<file path="src/rtl/vpcn_pkg.sv">
// Shared types, constants and saturating helpers for the path command normalizer.
package vpcn_pkg;

   localparam int COORD_WIDTH = 32;
   localparam int ARG_COUNT   = 6;
   localparam int TDATA_WIDTH = ((ARG_COUNT * COORD_WIDTH + 7) / 8) * 8;
   localparam int OP_WIDTH    = 4;
   localparam int KIND_WIDTH  = 2;

   // Two-thirds divider: q - p is biased by 3 * 2^COORD_WIDTH so it stays
   // positive, then split into a high and a low part around 2^LO_WIDTH.
   localparam int WIDE_WIDTH  = COORD_WIDTH + 3;
   localparam int LO_WIDTH    = (WIDE_WIDTH + 1) / 2;
   localparam int HI_WIDTH    = WIDE_WIDTH - LO_WIDTH;
   localparam int LO_MOD3     = (LO_WIDTH % 2 == 1) ? 2 : 1;
   localparam longint unsigned LO_POW = 64'd1 << LO_WIDTH;
   localparam logic [LO_WIDTH-1:0] TWO_K = LO_WIDTH'(2 * ((LO_POW - LO_MOD3) / 3));
   localparam int SMALL_WIDTH = LO_WIDTH + 3;
   localparam int RECIP_SHIFT = SMALL_WIDTH + 1;
   localparam logic [SMALL_WIDTH-1:0] RECIP =
      SMALL_WIDTH'(((64'd1 << RECIP_SHIFT) + 64'd2) / 3);
   localparam logic [WIDE_WIDTH-1:0] DIV_OFFSET = {3'b011, {COORD_WIDTH{1'b0}}};

   typedef logic signed [COORD_WIDTH-1:0] coord_type;

   typedef enum logic [OP_WIDTH-1:0] {
      OP_MOVE       = 4'd0,
      OP_LINE       = 4'd1,
      OP_LINE_REL   = 4'd2,
      OP_HORIZ      = 4'd3,
      OP_HORIZ_REL  = 4'd4,
      OP_VERT       = 4'd5,
      OP_VERT_REL   = 4'd6,
      OP_CUBIC      = 4'd7,
      OP_CUBIC_REL  = 4'd8,
      OP_SCUBIC     = 4'd9,
      OP_SCUBIC_REL = 4'd10,
      OP_QUAD       = 4'd11,
      OP_QUAD_REL   = 4'd12,
      OP_SQUAD      = 4'd13,
      OP_SQUAD_REL  = 4'd14,
      OP_CLOSE      = 4'd15
   } op_type;

   typedef enum logic [KIND_WIDTH-1:0] {
      KIND_MOVE  = 2'd0,
      KIND_LINE  = 2'd1,
      KIND_CURVE = 2'd2,
      KIND_CLOSE = 2'd3
   } kind_type;

   typedef struct packed {
      op_type                     op;
      coord_type [ARG_COUNT-1:0]  arg;
   } cmd_type;

   // For a quadratic, ax/ay carry the pen and bx/by the quadratic control
   // until the two-thirds stage turns them into cubic controls.
   typedef struct packed {
      kind_type  kind;
      logic      quad;
      coord_type ax;
      coord_type ay;
      coord_type bx;
      coord_type by;
      coord_type ex;
      coord_type ey;
   } prim_type;

   function automatic coord_type sat_wide(input logic signed [COORD_WIDTH+1:0] v);
      logic signed [COORD_WIDTH+1:0] hi_lim;
      logic signed [COORD_WIDTH+1:0] lo_lim;
      hi_lim = {3'b000, {(COORD_WIDTH-1){1'b1}}};
      lo_lim = {3'b111, {(COORD_WIDTH-1){1'b0}}};
      if (v > hi_lim) begin
         return {1'b0, {(COORD_WIDTH-1){1'b1}}};
      end else if (v < lo_lim) begin
         return {1'b1, {(COORD_WIDTH-1){1'b0}}};
      end else begin
         return v[COORD_WIDTH-1:0];
      end
   endfunction

   function automatic coord_type sat_add(input coord_type a, input coord_type b);
      return sat_wide({{2{a[COORD_WIDTH-1]}}, a} + {{2{b[COORD_WIDTH-1]}}, b});
   endfunction

   // 2*p - c, saturated.
   function automatic coord_type reflect(input coord_type p, input coord_type c);
      return sat_wide({p[COORD_WIDTH-1], p, 1'b0} - {{2{c[COORD_WIDTH-1]}}, c});
   endfunction

endpackage

</file>
<file path="src/rtl/vpcn_absolute.sv">
// Path state and the conversion of one command into an absolute primitive.
module vpcn_absolute (
   input  logic               clock,
   input  logic               reset,
   input  logic               load,
   input  vpcn_pkg::cmd_type  cmd,
   output vpcn_pkg::prim_type prim
);

   vpcn_pkg::coord_type pen_x_ff, pen_x_in;
   vpcn_pkg::coord_type pen_y_ff, pen_y_in;
   vpcn_pkg::coord_type subpath_x_ff, subpath_x_in;
   vpcn_pkg::coord_type subpath_y_ff, subpath_y_in;
   vpcn_pkg::coord_type last_quad_x_ff, last_quad_x_in;
   vpcn_pkg::coord_type last_quad_y_ff, last_quad_y_in;
   vpcn_pkg::coord_type last_cubic_x_ff, last_cubic_x_in;
   vpcn_pkg::coord_type last_cubic_y_ff, last_cubic_y_in;
   vpcn_pkg::op_type    prev_op_ff, prev_op_in;

   logic                rel;
   logic                cubic_prev;
   logic                quad_prev;
   vpcn_pkg::coord_type org_x;
   vpcn_pkg::coord_type org_y;
   vpcn_pkg::coord_type sum [vpcn_pkg::ARG_COUNT];
   vpcn_pkg::coord_type smooth_cx;
   vpcn_pkg::coord_type smooth_cy;
   vpcn_pkg::coord_type smooth_qx;
   vpcn_pkg::coord_type smooth_qy;

   always_comb begin
      rel = (cmd.op == vpcn_pkg::OP_LINE_REL)   || (cmd.op == vpcn_pkg::OP_HORIZ_REL)
         || (cmd.op == vpcn_pkg::OP_VERT_REL)   || (cmd.op == vpcn_pkg::OP_CUBIC_REL)
         || (cmd.op == vpcn_pkg::OP_SCUBIC_REL) || (cmd.op == vpcn_pkg::OP_QUAD_REL)
         || (cmd.op == vpcn_pkg::OP_SQUAD_REL);
      org_x = rel ? pen_x_ff : '0;
      org_y = rel ? pen_y_ff : '0;
      for (int k = 0; k < vpcn_pkg::ARG_COUNT; k++) begin
         sum[k] = vpcn_pkg::sat_add((k % 2 == 0) ? org_x : org_y, cmd.arg[k]);
      end
      cubic_prev = (prev_op_ff >= vpcn_pkg::OP_CUBIC) && (prev_op_ff <= vpcn_pkg::OP_SCUBIC_REL);
      quad_prev  = (prev_op_ff >= vpcn_pkg::OP_QUAD)  && (prev_op_ff <= vpcn_pkg::OP_SQUAD_REL);
      smooth_cx  = cubic_prev ? vpcn_pkg::reflect(pen_x_ff, last_cubic_x_ff) : pen_x_ff;
      smooth_cy  = cubic_prev ? vpcn_pkg::reflect(pen_y_ff, last_cubic_y_ff) : pen_y_ff;
      smooth_qx  = quad_prev  ? vpcn_pkg::reflect(pen_x_ff, last_quad_x_ff)  : pen_x_ff;
      smooth_qy  = quad_prev  ? vpcn_pkg::reflect(pen_y_ff, last_quad_y_ff)  : pen_y_ff;
   end

   always_comb begin
      prim            = '0;
      prim.kind       = vpcn_pkg::KIND_LINE;
      subpath_x_in    = subpath_x_ff;
      subpath_y_in    = subpath_y_ff;
      last_quad_x_in  = last_quad_x_ff;
      last_quad_y_in  = last_quad_y_ff;
      last_cubic_x_in = last_cubic_x_ff;
      last_cubic_y_in = last_cubic_y_ff;
      unique case (cmd.op)
         vpcn_pkg::OP_MOVE: begin
            prim.kind    = vpcn_pkg::KIND_MOVE;
            prim.ex      = cmd.arg[0];
            prim.ey      = cmd.arg[1];
            subpath_x_in = cmd.arg[0];
            subpath_y_in = cmd.arg[1];
         end
         vpcn_pkg::OP_LINE, vpcn_pkg::OP_LINE_REL: begin
            prim.ex = sum[0];
            prim.ey = sum[1];
         end
         vpcn_pkg::OP_HORIZ, vpcn_pkg::OP_HORIZ_REL: begin
            prim.ex = sum[0];
            prim.ey = pen_y_ff;
         end
         vpcn_pkg::OP_VERT, vpcn_pkg::OP_VERT_REL: begin
            prim.ex = pen_x_ff;
            prim.ey = vpcn_pkg::sat_add(org_y, cmd.arg[0]);
         end
         vpcn_pkg::OP_CUBIC, vpcn_pkg::OP_CUBIC_REL: begin
            prim.kind       = vpcn_pkg::KIND_CURVE;
            prim.ax         = sum[0];
            prim.ay         = sum[1];
            prim.bx         = sum[2];
            prim.by         = sum[3];
            prim.ex         = sum[4];
            prim.ey         = sum[5];
            last_cubic_x_in = sum[2];
            last_cubic_y_in = sum[3];
         end
         vpcn_pkg::OP_SCUBIC, vpcn_pkg::OP_SCUBIC_REL: begin
            prim.kind       = vpcn_pkg::KIND_CURVE;
            prim.ax         = smooth_cx;
            prim.ay         = smooth_cy;
            prim.bx         = sum[0];
            prim.by         = sum[1];
            prim.ex         = sum[2];
            prim.ey         = sum[3];
            last_cubic_x_in = sum[0];
            last_cubic_y_in = sum[1];
         end
         vpcn_pkg::OP_QUAD, vpcn_pkg::OP_QUAD_REL: begin
            prim.kind      = vpcn_pkg::KIND_CURVE;
            prim.quad      = 1'b1;
            prim.ax        = pen_x_ff;
            prim.ay        = pen_y_ff;
            prim.bx        = sum[0];
            prim.by        = sum[1];
            prim.ex        = sum[2];
            prim.ey        = sum[3];
            last_quad_x_in = sum[0];
            last_quad_y_in = sum[1];
         end
         vpcn_pkg::OP_SQUAD, vpcn_pkg::OP_SQUAD_REL: begin
            prim.kind      = vpcn_pkg::KIND_CURVE;
            prim.quad      = 1'b1;
            prim.ax        = pen_x_ff;
            prim.ay        = pen_y_ff;
            prim.bx        = smooth_qx;
            prim.by        = smooth_qy;
            prim.ex        = sum[0];
            prim.ey        = sum[1];
            last_quad_x_in = smooth_qx;
            last_quad_y_in = smooth_qy;
         end
         vpcn_pkg::OP_CLOSE: begin
            prim.kind = vpcn_pkg::KIND_CLOSE;
         end
      endcase
      pen_x_in   = (cmd.op == vpcn_pkg::OP_CLOSE) ? subpath_x_ff : prim.ex;
      pen_y_in   = (cmd.op == vpcn_pkg::OP_CLOSE) ? subpath_y_ff : prim.ey;
      prev_op_in = cmd.op;
   end

   always_ff @(posedge clock) begin
      if (reset) begin
         pen_x_ff        <= '0;
         pen_y_ff        <= '0;
         subpath_x_ff    <= '0;
         subpath_y_ff    <= '0;
         last_quad_x_ff  <= '0;
         last_quad_y_ff  <= '0;
         last_cubic_x_ff <= '0;
         last_cubic_y_ff <= '0;
         prev_op_ff      <= vpcn_pkg::OP_CLOSE;
      end else if (load) begin
         pen_x_ff        <= pen_x_in;
         pen_y_ff        <= pen_y_in;
         subpath_x_ff    <= subpath_x_in;
         subpath_y_ff    <= subpath_y_in;
         last_quad_x_ff  <= last_quad_x_in;
         last_quad_y_ff  <= last_quad_y_in;
         last_cubic_x_ff <= last_cubic_x_in;
         last_cubic_y_ff <= last_cubic_y_in;
         prev_op_ff      <= prev_op_in;
      end
   end

   a_close_returns_pen: assert property (@(posedge clock) disable iff (reset)
      (load && (cmd.op == vpcn_pkg::OP_CLOSE))
      |=> (pen_x_ff == subpath_x_ff) && (pen_y_ff == subpath_y_ff))
      else $error("pen did not return to the subpath start after close");

   a_move_sets_subpath: assert property (@(posedge clock) disable iff (reset)
      (load && (cmd.op == vpcn_pkg::OP_MOVE))
      |=> (subpath_x_ff == pen_x_ff) && (subpath_y_ff == pen_y_ff))
      else $error("move did not set pen and subpath start together");

   a_curve_saves_control: assert property (@(posedge clock) disable iff (reset)
      (load && (cmd.op >= vpcn_pkg::OP_CUBIC) && (cmd.op <= vpcn_pkg::OP_SCUBIC_REL))
      |=> (last_cubic_x_ff == $past(prim.bx)) && (last_cubic_y_ff == $past(prim.by)))
      else $error("cubic command did not save its second control point");

endmodule
</file>
<file path="config.mk">
export PLATFORM = sky130hd
export DESIGN_NAME = vpcn_absolute
export DESIGN_NICKNAME = d
export VERILOG_FILES = /design/src/rtl/vpcn_pkg.sv /design/src/rtl/vpcn_absolute.sv
export SDC_FILE = /design/constraint.sdc
export NUM_CORES = 2
export LEC_CHECK = 0
export BUFFER_PORTS_ARGS = -buffer_cell sky130_fd_sc_hd__buf_2
export CORE_MARGIN = 3
export CORE_UTILIZATION = 40
export DETAILED_ROUTE_END_ITERATION = 10
export SLEW_MARGIN = 20
export SYNTH_ARGS = -nofsm -noshare
export SYNTH_HDL_FRONTEND = slang
export SYNTH_SLANG_ARGS = --single-unit
</file>
<file path="constraint.sdc">
create_clock -name clock -period 9.25 [get_ports clock]
set_input_delay 1.85 -clock clock [delete_from_list [all_inputs] [get_ports clock]]
set_output_delay 1.85 -clock clock [all_outputs]
set_load 0.02 [all_outputs]
</file>
==> results.tsv <==
stage	metric	value	unit
place	placed cell area	0.0458	mm2
sta	Hold WS	0.450	ns
sta	max-slew violations	0	
logic_synthesis	top_reg_cell synth	dfxtp_1	
sta	RSZ-0062 raised after global routing	false	
clocking	CTS tree	yes	
global_routing	vias in the first global route	47900	
logic_synthesis	post-synth top area share	12.3	%
logic_synthesis	number of synthesized flops with an enable pin	0	
cells_and_area	share of cells above drive strength 1	14.2	%
worst_setup_path	Critical Path Source Type	input port	
place	DP Worst Slack	-0.0205	ns
logic_synthesis	Gate Count Post-Synth	6182	
global_routing	Tot GR Track Use	42.3	%
power	post-layout power	7.94	mW
logic_synthesis	Mapped Area	0.0424	mm2
power	pwr/cell area	168	mW/mm2
job	Max-Cap Viols	0	
clocking	Longest Clk Path Bufs	3	
sta	total negative slack	0	ns
clocking	CTS Hold Bufs	0	
sta	final worst slack	0.179	ns
logic_synthesis	Yosys top cell by area	dfxtp_1	
sta	fin crit period	9.07	ns
global_routing	largest net degree at the start of global routing	128	
logic_synthesis	Seq/Total Area, Yosys	12.3	%
sta	max frequency	110	MHz
clocking	Clock Latency Late Sink	0.58	ns
sta	Final Skew	0.0235	ns
routing	drt drc	0	
routing	First DRT Iteration DRCs	8867	
power	LEAKAGE	19.4	nW
logic_synthesis	Syn. warnings	0	
cells_and_area	final core occ	45.3	%
worst_setup_path	Crit. End Element	output port	
routing	ANT nets after route	0	
worst_setup_path	Worst EP arrival	7.22	ns
clocking	CTS HTree Levels	2	
cells_and_area	Reg area	0.00520	mm2
floorplanning	area of the die	0.110	mm2
sta	Slew @ Worst Pin	1.25	ns
floorplanning	I/O pin count	394	
global_routing	initial antenna violation count	30	
logic_synthesis	Avg Cell Area, Syn	6.85	um2
power	Max VDD drop	182	uV
logic_synthesis	Mapped Nets	6632	
routing	DRT Wirelength	249000	um
routing	Pre-Repair DR Iteration Count	10	
logic_synthesis	Seq cells post-synth	260	
run_status	status	complete, no violations	
logic_synthesis	post-synth cell types	127	
clocking	CTS Buf Count	37	
place	placed cells	7662	
worst_hold_path	Hold WC Path Type	flip-flop to flip-flop	
logic_synthesis	post-synthesis async set-or-reset flop share	0	%
global_routing	first-pass GRT wire length	350000	um
global_routing	Overflow after GRT	0	
sta	final worst-path cycle share	98.1	%
clocking	CTS sink cnt	260	
place	Final HPWL DP	195000	um
place	Final Wtd Congestion	1.06	
cells_and_area	fillcell total	11100	
worst_setup_path	WS Path Type	input port to output port	
clocking	clock transition at the registers of the reported paths	0.05	ns
clocking	root buffer cell	clkbuf_16	
worst_setup_path	crit-path max FO	16	
sta	worst relative slew slack	15.6	%
floorplanning	Core Rows	118	
floorplanning	Die Ht	331	um
place	Port Buffers	393	
cells_and_area	area of the multi-input gates	0.0342	mm2
routing	DR WL/cell	32.1	um
floorplanning	Initial Utilization	40.6	%
cells_and_area	synth-to-layout area growth	11.5	%
floorplanning	Die Wd	331	um
cells_and_area	final instance area	0.0472	mm2
sta	setup violators final	0	
logic_synthesis	largest cells by area after synthesis	dfxtp_1, ha_1, nand2_1	
cells_and_area	Non-Filler Instances	7742	
worst_setup_path	required time worst endpoint	7.40	ns
floorplanning	core area	0.104	mm2
sta	Final Hold Fails	0	
routing	vias	54000	
routing	Vias/cell	6.97	
cells_and_area	fin nets	6774	
[cell usage in the layout (no fill, tap or decap), types with 127 or more instances in the layout]
master / count
nand2_1: 762
a21oi_1: 522
o21ai_0: 432
nor2_1: 423
buf_2: 391
xnor2_1: 261
dfxtp_1: 260
inv_1: 259
ha_1: 247
buf_4: 219
a21o_1: 155
xor2_1: 154
a211oi_1: 136
a31oi_1: 135
nand3_1: 127
[area by class of cell]
class | count | area share, %
clock inverter | 18 | 0.721
tap | 1380 | 3.66
antenna | 10 | 0.0530
multi-input combinational | 5144 | 72.4
timing repair buffer | 618 | 7.94
sequential | 260 | 11.0
inverter | 263 | 2.09
clock buffer | 49 | 2.14
[kinds of logic (layout without fill, tap and decap cells)]
| kind of cell | after synthesis | count (layout) | synth area share, % |
|---|---|---|---|
| AOI/OAI and AO/OA | 2476 | 2476 | 40.6 |
| and+or+nand+nor | 1928 | 1928 | 21.7 |
| buffers and inverters | 778 | 948 | 7.53 |
| xor gates and xnor gates | 416 | 416 | 8.62 |
| adders and majority gates | 310 | 310 | 8.88 |
| DFF | 260 | 260 | 12.3 |
| muxes | 14 | 14 | 0.352 |
| other | 0 | 10 | 0 |
[state kept, by name, summed over array words and instances, names as in the netlist]
| name | count |
|---|---|
| last_cubic_x_ff | 32 |
| subpath_x_ff | 32 |
| last_quad_y_ff | 32 |
| prev_op_ff | 4 |
| pen_y_ff | 32 |
| pen_x_ff | 32 |
| last_quad_x_ff | 32 |
| last_cubic_y_ff | 32 |
| subpath_y_ff | 32 |
[power by group]
group	total (mW)	switching, mW	internal, mW	leakage [nW]
Combinational	4.95	3.38	1.57	16.6
Clock	1.66	0.638	1.03	0.656
Sequential	1.32	0.128	1.19	2.13
[final timing paths]
| kind | startpoint | end | slack [ns] | cells past startpoint |
|---|---|---|---|---|
| worst min-delay path | last_cubic_x_ff[31]$_SDFFE_PP0P_ | last_cubic_x_ff[31]$_SDFFE_PP0P_ | 0.45 | 2 |
| worst max-delay path | cmd[193] | prim[5] | 0.18 | 17 |
| worst min register to register | last_cubic_x_ff[31]$_SDFFE_PP0P_ | last_cubic_x_ff[31]$_SDFFE_PP0P_ | 0.45 | 2 |
| worst max register to register | pen_y_ff[1]$_SDFFE_PP0P_ | pen_y_ff[15]$_SDFFE_PP0P_ | 3.03 | 16 |
[routing by layer]
layer	wire, um	global-route usage (%)	up-vias
met1	103000	59.6	25900
met2	96400	57.9	3999
met4	12000	17.4	24
met5	163	0	-
li1	-	-	23500
met3	37100	14.4	575
[synthesized netlist by cell type, types with 130 or more instances]
library cell / number
xor2_1: 154
xnor2_1: 261
nand2_1: 764
a21oi_1: 528
clkbuf_1: 371
inv_1: 261
a211oi_1: 136
o21ai_0: 435
nor2_1: 431
a21o_1: 156
dfxtp_1: 260
a31oi_1: 136
ha_1: 247
nand3_1: 130
[timing repair]
item / in CTS / in global routing
pin swaps: 1 / 0
setup buffers: 3 / 0
endpoints found under the setup margin: 1 / 78
resized for setup: 0 / 8
[worst max-delay path: stages]
cell and delay (ns):
buf_2 0.11, or3_4 0.54, buf_12 0.22, and3_1 0.28
ha_1 0.41, a21o_1 0.22, a21oi_1 0.31, nand2_1 0.14
a2111oi_0 0.41, o21ai_0 0.17, a21oi_1 0.21, o21a_1 0.51
nand2_2 0.31, nand2_1 0.53, o221ai_1 0.24, or3_1 0.50
buf_2 0.22
(Power assumes the default switching activity.)
