`config.mk`:
```
export PLATFORM = sky130hd
export DESIGN_NAME = vpcn_two_thirds
export DESIGN_NICKNAME = d
export VERILOG_FILES = /design/src/rtl/vpcn_pkg.sv /design/src/rtl/vpcn_two_thirds.sv
export SDC_FILE = /design/constraint.sdc
export NUM_CORES = 1
export LEC_CHECK = 0
export ABC_AREA = 0
export CORE_UTILIZATION = 50
export DETAILED_ROUTE_END_ITERATION = 8
export DONT_BUFFER_PORTS = 1
export PLACE_DENSITY = 0.73
export RECOVER_POWER = 50
export SLEW_MARGIN = 20
export SYNTH_ARGS = -nofsm -noshare
export SYNTH_HDL_FRONTEND = slang
export SYNTH_SLANG_ARGS = --single-unit
```
`constraint.sdc`:
```
create_clock -name clock -period 20.9 [get_ports clock]
set_input_delay 1.045 -clock clock [delete_from_list [all_inputs] [get_ports clock]]
set_output_delay 1.045 -clock clock [all_outputs]
set_load 0.03 [all_outputs]
```
`src/rtl/vpcn_pkg.sv`:
```
// Shared types, constants and saturating helpers for the path command normalizer.
package vpcn_pkg;

   localparam int COORD_WIDTH = 32;
   localparam int ARG_COUNT   = 6;
   localparam int TDATA_WIDTH = ((ARG_COUNT * COORD_WIDTH + 7) / 8) * 8;
   localparam int OP_WIDTH    = 4;
   localparam int KIND_WIDTH  = 2;

   // Two-thirds divider: q - p is biased by 3 * 2^COORD_WIDTH so it stays
   // positive, then split into a high and a low part around 2^LO_WIDTH.
   localparam int WIDE_WIDTH  = COORD_WIDTH + 3;
   localparam int LO_WIDTH    = (WIDE_WIDTH + 1) / 2;
   localparam int HI_WIDTH    = WIDE_WIDTH - LO_WIDTH;
   localparam int LO_MOD3     = (LO_WIDTH % 2 == 1) ? 2 : 1;
   localparam longint unsigned LO_POW = 64'd1 << LO_WIDTH;
   localparam logic [LO_WIDTH-1:0] TWO_K = LO_WIDTH'(2 * ((LO_POW - LO_MOD3) / 3));
   localparam int SMALL_WIDTH = LO_WIDTH + 3;
   localparam int RECIP_SHIFT = SMALL_WIDTH + 1;
   localparam logic [SMALL_WIDTH-1:0] RECIP =
      SMALL_WIDTH'(((64'd1 << RECIP_SHIFT) + 64'd2) / 3);
   localparam logic [WIDE_WIDTH-1:0] DIV_OFFSET = {3'b011, {COORD_WIDTH{1'b0}}};

   typedef logic signed [COORD_WIDTH-1:0] coord_type;

   typedef enum logic [OP_WIDTH-1:0] {
      OP_MOVE       = 4'd0,
      OP_LINE       = 4'd1,
      OP_LINE_REL   = 4'd2,
      OP_HORIZ      = 4'd3,
      OP_HORIZ_REL  = 4'd4,
      OP_VERT       = 4'd5,
      OP_VERT_REL   = 4'd6,
      OP_CUBIC      = 4'd7,
      OP_CUBIC_REL  = 4'd8,
      OP_SCUBIC     = 4'd9,
      OP_SCUBIC_REL = 4'd10,
      OP_QUAD       = 4'd11,
      OP_QUAD_REL   = 4'd12,
      OP_SQUAD      = 4'd13,
      OP_SQUAD_REL  = 4'd14,
      OP_CLOSE      = 4'd15
   } op_type;

   typedef enum logic [KIND_WIDTH-1:0] {
      KIND_MOVE  = 2'd0,
      KIND_LINE  = 2'd1,
      KIND_CURVE = 2'd2,
      KIND_CLOSE = 2'd3
   } kind_type;

   typedef struct packed {
      op_type                     op;
      coord_type [ARG_COUNT-1:0]  arg;
   } cmd_type;

   // For a quadratic, ax/ay carry the pen and bx/by the quadratic control
   // until the two-thirds stage turns them into cubic controls.
   typedef struct packed {
      kind_type  kind;
      logic      quad;
      coord_type ax;
      coord_type ay;
      coord_type bx;
      coord_type by;
      coord_type ex;
      coord_type ey;
   } prim_type;

   function automatic coord_type sat_wide(input logic signed [COORD_WIDTH+1:0] v);
      logic signed [COORD_WIDTH+1:0] hi_lim;
      logic signed [COORD_WIDTH+1:0] lo_lim;
      hi_lim = {3'b000, {(COORD_WIDTH-1){1'b1}}};
      lo_lim = {3'b111, {(COORD_WIDTH-1){1'b0}}};
      if (v > hi_lim) begin
         return {1'b0, {(COORD_WIDTH-1){1'b1}}};
      end else if (v < lo_lim) begin
         return {1'b1, {(COORD_WIDTH-1){1'b0}}};
      end else begin
         return v[COORD_WIDTH-1:0];
      end
   endfunction

   function automatic coord_type sat_add(input coord_type a, input coord_type b);
      return sat_wide({{2{a[COORD_WIDTH-1]}}, a} + {{2{b[COORD_WIDTH-1]}}, b});
   endfunction

   // 2*p - c, saturated.
   function automatic coord_type reflect(input coord_type p, input coord_type c);
      return sat_wide({p[COORD_WIDTH-1], p, 1'b0} - {{2{c[COORD_WIDTH-1]}}, c});
   endfunction

endpackage

```
`src/rtl/vpcn_two_thirds.sv`:
```
// Two-stage p + floor(2*(q - p)/3) unit built from split constant multiplies.
module vpcn_two_thirds (
   input  logic                clock,
   input  logic                load,
   input  vpcn_pkg::coord_type p,
   input  vpcn_pkg::coord_type q,
   output vpcn_pkg::coord_type ctrl
);

   logic [vpcn_pkg::WIDE_WIDTH-1:0]                       diff;
   logic [vpcn_pkg::WIDE_WIDTH-1:0]                       wide;
   logic [vpcn_pkg::LO_WIDTH-1:0]                         lo_part;
   logic [vpcn_pkg::HI_WIDTH-1:0]                         hi_part;
   logic [vpcn_pkg::SMALL_WIDTH-1:0]                      small_sum;
   logic [vpcn_pkg::WIDE_WIDTH-1:0]                       hi_prod;
   logic [2*vpcn_pkg::SMALL_WIDTH-1:0]                    lo_prod;
   logic [vpcn_pkg::COORD_WIDTH-1:0]                      total;

   vpcn_pkg::coord_type                                   base_ff;
   logic [vpcn_pkg::COORD_WIDTH-1:0]                      hi_term_ff;
   logic [vpcn_pkg::SMALL_WIDTH-2:0]                      quot_ff;

   // With 2^LO = 3K + R, 2w = 3*(2K*hi) + (2R*hi + 2*lo), so only the small
   // remainder term needs a true divide by three.
   always_comb begin
      diff      = {{3{q[vpcn_pkg::COORD_WIDTH-1]}}, q} - {{3{p[vpcn_pkg::COORD_WIDTH-1]}}, p};
      wide      = diff + vpcn_pkg::DIV_OFFSET;
      lo_part   = wide[vpcn_pkg::LO_WIDTH-1:0];
      hi_part   = wide[vpcn_pkg::WIDE_WIDTH-1:vpcn_pkg::LO_WIDTH];
      small_sum = (vpcn_pkg::SMALL_WIDTH'(hi_part) << vpcn_pkg::LO_MOD3)
                + (vpcn_pkg::SMALL_WIDTH'(lo_part) << 1);
      hi_prod   = vpcn_pkg::WIDE_WIDTH'(hi_part) * vpcn_pkg::WIDE_WIDTH'(vpcn_pkg::TWO_K);
      lo_prod   = (2*vpcn_pkg::SMALL_WIDTH)'(small_sum)
                * (2*vpcn_pkg::SMALL_WIDTH)'(vpcn_pkg::RECIP);
   end

   always_ff @(posedge clock) begin
      if (load) begin
         base_ff    <= p;
         hi_term_ff <= hi_prod[vpcn_pkg::COORD_WIDTH-1:0];
         quot_ff    <= lo_prod[vpcn_pkg::RECIP_SHIFT +: (vpcn_pkg::SMALL_WIDTH-1)];
      end
   end

   // The bias contributes 2^(COORD_WIDTH+1), which vanishes modulo the word.
   assign total = base_ff + hi_term_ff + vpcn_pkg::COORD_WIDTH'(quot_ff);
   assign ctrl  = total;

endmodule

```
==> results of run 1 <==
==> stage by stage <==
step                std cells  area (µm²)
floorplan                1797       17900
global placement         2258       18500
detailed placement       2258       18500
CTS                      2274       18800
global route             2275       18800
finish                   2275       18800
==> sequential cells by signal (all words and copies together) (netlist names) <==
| register | flops |
|---|---|
| hi_term_ff | 31 |
| quot_ff | 19 |
| base_ff | 32 |
==> layer usage <==
metal / global-route usage [%] / vias up
met4: 9.16 / 0
met5: 0 / -
met1: 33.4 / 6122
met2: 40.5 / 320
met3: 4.70 / 69
li1: - / 6047
==> synthesized netlist by cell type, drive strengths merged (5+ instances only) <==
cell     instances
o211ai          13
o21a            18
nand2           52
o2111ai          6
nor3            17
nand3           19
xor2            30
and2             9
a21boi           6
ha             397
nor2            62
clkbuf           5
or2             13
fa             230
a21oi           85
o21ai           47
and3            16
nand2b          14
a211oi          16
inv            418
and4             7
a21o            32
edfxtp          82
nor2b           24
a31oi           13
o31ai            5
or3              6
nand4            9
o21bai           9
xnor2           87
==> final cells by class <==
class | count | area (µm²)
clock inverter | 6 | 33.8
timing repair buffer | 13 | 97.6
multi-input combinational | 1290 | 13800
fill | 3099 | 16100
antenna | 1 | 2.50
clock buffer | 10 | 229
inverter | 418 | 1570
sequential | 82 | 2460
tap | 455 | 569
==> worst max-delay path by stage <==
stage | from | endpoint | cells past startpoint
CTS | q[0] | quot_ff[18] | 41
global route | q[0] | quot_ff[18] | 40
finish | q[0] | quot_ff[18] | 41
global placement | q[0] | quot_ff[16] | 40
floorplan | q[0] | quot_ff[16] | 42
detailed placement | q[0] | quot_ff[18] | 41
==> cells by family (layout without fill, tap and decap cells) <==
logic type | Yosys count | in the layout | synth area share, %
xor+xnor | 117 | 117 | 5.73
mux | 2 | 2 | 0.119
compound gates | 286 | 286 | 10.5
buf+inv | 425 | 447 | 8.97
flops | 82 | 82 | 13.8
fa+ha+maj | 627 | 627 | 53.5
other cells | 0 | 1 | 0
simple gates | 258 | 258 | 7.36
==> results.txt, run 1 <==
----------------------------------------------------
[Timing]
  Pin slew with the least headroom to its limit ... 0.836 ns
  Tcrit/Tclk final ... 55.5%
  Unrepaired setup endpoints after global routing ... no
  Worst setup margin ... 9.31 ns
  Accumulated negative setup slack ... 0 ns
  Max-slew headroom ... 43.8%
  Post-route minimum period ... 11.59 ns
  Max-slew violation count ... 0
  Hold WS ... 0.781 ns
  Fmax ... 86.3 MHz
  Hold violation count in the final report ... 0
  Final number of setup-violating endpoints ... 0

[Synth]
  Number of instances in the synthesized netlist ... 1,797
  Sequential cell area fraction in the yosys report ... 13.8%
  Dominant cells by area after synthesis ... ha_1, fa_1, edfxtp_1
  Per-instance average area after synthesis ... 9.95 µm²
  Total standard cell area after synthesis ... 17,900 µm²
  Top FF cell, synth ... edfxtp_1
  FF+latch count, synth ... 82
  Largest area contributor in the netlist ... ha_1
  Number of enable-type register cells in the synthesized netlist ... 82
  Share of flip-flops with an asynchronous set or reset after synthesis ... 0%
  Syn nets ... 2,490
  Number of library cell types mapped by synthesis ... 65
  Area fraction of the dominant cell type after synthesis ... 27.8%
  Yosys warning total ... 0

[CTS]
  Inserted Clock Buffers ... 9
  CTS Hold Buffers Added ... 0
  Maximum number of buffers from clock root to sink ... 2
  Clock tree from TritonCTS ... done
  Clock-pin slew of the registers on the worst-case setup and hold paths ... 0.06 ns
  Clock Root Buffer ... clkbuf_16
  Total number of clock tree sinks ... 82
  # Post-CTS Setup Buffers ... 0
  H-Tree Depth ... 3
  Number of resized instances in the post-cts repair step ... 0

[GRT]
  Via count of the first global-routing pass ... 13.1k
  Overall overflow remaining after global route ... 0
  Overall fraction of global-route tracks in use ... 25.1%
  Number of antenna violations at the first check in global routing ... 1
  Maximum number of pins on one net before global-route repair ... 83
  Wire length of the first global-routing pass ... 69,200 µm

[Critical path]
  Worst path buffer plus inverter count ... 6
  Element type at the critical path end ... register
  Class of the most critical setup path ... in -> reg
  Critical path data required time ... 21.00 ns
  Top delay family on crit path ... adder cells
  Slowest library cell on the worst path ... o211ai_1
  Most common cell on crit path ... fa_1
  Startpoint type of the worst setup path ... primary input
  Arrival time worst endpoint ... 11.69 ns
  Top fanout value on the critical path ... 7
  Worst stage delay on the critical path ... 0.56 ns

[Detailed routing]
  Detailed Routing Iterations Pass 1 ... 5
  Remaining design rule violation count ... 0
  Detailed router's first-iteration violation count ... 676
  Vias/cell ... 5.52
  Wire length on met1 ... 19,800 µm
  Total met2 wirelength after detailed routing ... 20,000 µm
  Uppermost metal layer occupied by signal nets ... met4
  Met3 wirelength from detailed routing ... 2570 µm
  Average detailed-routed wire length per instance ... 19.3 µm
  Routed via count ... 12.6k
  Number of antenna-violating nets in the routed design ... 0
  Routed wire length ... 43,900 µm

[Run]
  Max-cap violation count ... 0

[Die]
  Row count ... 68
  Core region area ... 34,900 µm²
  Die Height ... 191 µm
  Initial Util ... 51.3%
  Die area ... 36,500 µm²
  Ports ... 98
  Horizontal die dimension ... 191 µm

[Placement]
  Worst setup slack after placement ... 9.04 ns
  Final Wtd Congestion ... 1.01
  Half-perimeter wire length after placement ... 39,200 µm
  Count of port buffers added during placement ... 0

[Min path]
  HP Class ... in -> reg
  Hold Path Cell Cnt ... 0
  Critical hold path startpoint ... p[0]
  Hold-critical path endpoint ... base_ff[0]

[Cells and area]
  Most common library cell in the layout ignoring fill and taps ... inv_1
  Final Net Count ... 2,507
  Fin util ... 53.8%
  Commonest cells after routing, fill and taps aside ... inv_1, ha_1, fa_1
  Share of post-route cells with drive strength above 1 ... 2.69%
  Area grow syn2layout ... 5.02%

[Run status]
  Result of the run ... finished clean

----------------------------------------------------
Power of run 1 is not shown: default switching activity piles up to over one toggle a cycle in this logic, so the estimate is an artifact.
==> run 2: changes to the inputs <==
- ABC_AREA: 0 -> 1
- PLACE_DENSITY: 0.73 -> 0.76
- clock period: 20.9 -> 10.26 ns (I/O delays scaled with it)
==> results.txt, run 2 <==
----------------------------------------------------
[Run status]
  Result of the run ... finished clean

[CTS]
  H-Tree Depth ... 3 (unchanged)
  Inserted Clock Buffers ... 9 (unchanged)
  Maximum number of buffers from clock root to sink ... 2 (unchanged)
  # Post-CTS Setup Buffers ... 0 (unchanged)
  Number of resized instances in the post-cts repair step ... 0 (unchanged)
  CTS Hold Buffers Added ... 0 (unchanged)
  Total number of clock tree sinks ... 82 (unchanged)
  Clock tree from TritonCTS ... done
  Clock Root Buffer ... clkbuf_16
  Clock-pin slew of the registers on the worst-case setup and hold paths ... 0.07 ns (about the same)

[Cells and area]
  Fillers ... 3,787 (+22%)
  Commonest cells after routing, fill and taps aside ... inv_1, nand2_1, ha_1
  Fin util ... 53.4% (-0.46 points)
  Most common library cell in the layout ignoring fill and taps ... inv_1
  Final instance count without filler cells ... 3,112 (+37%)
  Final Net Count ... 3,269 (+30%)
  Largest registers in the final layout ... base_ff x32, hi_term_ff x31, quot_ff x19
  Share of post-route cells with drive strength above 1 ... 2.13% (-0.56 points)
  Register name with the most flops ... base_ff
  Max reg flops ... 32 (unchanged)
  Multi-input logic area ... 15,600 µm² (+13%)
  Register area ... 2460 µm² (unchanged)
  Area grow syn2layout ... 4.97% (about the same)

[Min path]
  HP Class ... in -> reg
  Hold-critical path endpoint ... base_ff[6]
  Hold Path Cell Cnt ... 0 (unchanged)
  Critical hold path startpoint ... p[6]

[Detailed routing]
  Detailed router's first-iteration violation count ... 1,657 (+150%)
  Wire length on met1 ... 27,700 µm (+40%)
  Remaining design rule violation count ... 0 (unchanged)
  Vias/cell ... 5.51 (-0.26%)
  Met3 wirelength from detailed routing ... 5700 µm (+120%)
  Number of antenna-violating nets in the routed design ... 0 (unchanged)
  Total met2 wirelength after detailed routing ... 27,300 µm (+36%)
  Routed wire length ... 61,800 µm (+41%)
  Detailed Routing Iterations Pass 1 ... 7 (+2)
  Uppermost metal layer occupied by signal nets ... met5
  Routed via count ... 17.1k (+36%)
  Average detailed-routed wire length per instance ... 19.9 µm (+2.9%)

[Placement]
  Half-perimeter wire length after placement ... 55,700 µm (+42%)
  Count of port buffers added during placement ... 0 (unchanged)
  Final Wtd Congestion ... 0.992 (-1.7%)
  Cell count after placement ... 3,090 (+37%)

[Synth]
  Share of flip-flops with an asynchronous set or reset after synthesis ... 0% (unchanged)
  Per-instance average area after synthesis ... 7.92 µm² (-20%)
  Sequential cell area fraction in the yosys report ... 12.1% (-1.6 points)
  Top FF cell, synth ... edfxtp_1
  Number of enable-type register cells in the synthesized netlist ... 82 (unchanged)
  FF+latch count, synth ... 82 (unchanged)
  Total standard cell area after synthesis ... 20,300 µm² (+14%)
  List of most frequent post-synthesis cells ... inv_1, nand2_1, ha_1
  Syn nets ... 3,254 (+31%)
  Most frequently used cell type in the post-synthesis netlist ... inv_1
  Largest area contributor in the netlist ... ha_1
  Number of instances in the synthesized netlist ... 2,561 (+43%)
  Number of library cell types mapped by synthesis ... 38 (-42%)
  Dominant cells by area after synthesis ... ha_1, fa_1, edfxtp_1
  Yosys warning total ... 0 (unchanged)
  Area fraction of the dominant cell type after synthesis ... 24.5% (-3.3 points)

[GRT]
  Via count of the first global-routing pass ... 17.3k (+32%)
  Maximum number of pins on one net before global-route repair ... 83 (unchanged)
  Overall fraction of global-route tracks in use ... 30.5% (+5.4 points)
  Overall overflow remaining after global route ... 0 (unchanged)
  Wire length of the first global-routing pass ... 95,900 µm (+39%)
  Number of antenna violations at the first check in global routing ... 5 (+4)

[Die]
  Row count ... 73 (+7.4%)
  Ports ... 98 (unchanged)
  Initial Util ... 50.8% (-0.41 points)
  Die area ... 41,400 µm² (+13%)
  Die Height ... 203 µm (+6.5%)
  Horizontal die dimension ... 203 µm (+6.5%)
  Core region area ... 39,900 µm² (+14%)

[Critical path]
  Slowest library cell on the worst path ... fa_1
  Worst stage delay on the critical path ... 0.55 ns (about the same)
  Critical path data required time ... 10.40 ns (-10.60 ns)
  Class of the most critical setup path ... in -> reg
  Element type at the critical path end ... register
  Startpoint type of the worst setup path ... primary input
  Top fanout value on the critical path ... 5 (-2)
  Arrival time worst endpoint ... 9.08 ns (-2.61 ns)
  Most common cell on crit path ... nand2_1

[Timing]
  Max-slew violation count ... 0 (unchanged)
  Pin slew with the least headroom to its limit ... 0.798 ns (-0.0374 ns)
  Final number of setup-violating endpoints ... 0 (unchanged)
  Fmax ... 112 MHz
  Accumulated negative setup slack ... 0 ns (unchanged)
  Hold violation count in the final report ... 0 (unchanged)
  Max-slew headroom ... 46.4% (+2.6 points)
  Tcrit/Tclk final ... 87.1%
  Unrepaired setup endpoints after global routing ... no
  Post-route minimum period ... 8.93 ns
  Hold WS ... 0.249 ns (-0.532 ns)

[Run]
  Max-cap violation count ... 0 (unchanged)

----------------------------------------------------
==> run 2: changes by cell type after synthesis, moves of 19 or more <==
cell	before	now
nand3_1	19	107
o21ai_0	44	83
xor2_1	30	62
xnor2_1	87	25
a21o_1	32	13
nand2_1	52	513
a21oi_1	84	167
nor2b_1	24	0
nor2_1	62	162
inv_1	418	582
==> run 2: logic make-up (layout without fill, tap and decap cells) <==
group | Yosys count | after routing | share of synthesized area, %
DFF | 82 | 82 | 12.1
adders and majority gates | 627 | 627 | 47.2
buffers and inverters | 589 | 609 | 10.9
and+or+nand+nor | 876 | 876 | 18.1
xor gates and xnor gates | 87 | 87 | 3.75
AOI/OAI and AO/OA | 300 | 300 | 7.99
other | 0 | 6 | 0
==> run 2: worst max-delay path by stage <==
stage / start / end / slack (ns) / cells past startpoint
after global placement: q[0] / quot_ff[15] / 1.17 / 39
after detailed placement: q[0] / quot_ff[18] / 1.02 / 40
after global routing: q[0] / quot_ff[15] / 0.60 / 39
final: q[0] / quot_ff[5] / 1.33 / 40
after floorplan: q[0] / quot_ff[18] / 2.05 / 40
after CTS: q[0] / quot_ff[15] / 1.41 / 39
==> run 2: final cells by class <==
cell class / instances / share of cell area (%)
clock inverters: 7 / 0.358
repair buffers: 6 / 0.211
multi-input cells: 1890 / 73.3
well taps: 525 / 3.08
inverters: 587 / 10.3
flip-flops and latches: 82 / 11.6
diodes: 6 / 0.0705
clock buffers: 9 / 1.06
==> run 2: metal layers <==
| metal | GRT usage [%] | vias to the layer above |
|---|---|---|
| li1 | - | 8186 |
| met1 | 43.3 | 8223 |
| met2 | 48.0 | 656 |
| met3 | 5.64 | 66 |
| met4 | 7.33 | 2 |
| met5 | 0 | - |
==> run 2: metrics by stage <==
stage                     area, µm²  worst slack, ns
final                         21300             1.33
after global routing          21300            0.603
after CTS                     21300             1.41
after detailed placement      21000             1.02
after global placement        21000             1.17
after floorplan               20300             2.05
==> run 2: critical path, delay by kind of cell <==
family | cells | cell delay, ns
AO/OA/AOI/OAI | 9 | 1.67
XOR/XNOR | 2 | 0.77
AND/OR/NAND/NOR | 10 | 0.98
adder cells (fa/ha/maj) | 11 | 4.48
buffers and inverters | 8 | 0.67
Power of run 2 is left out for the same reason.
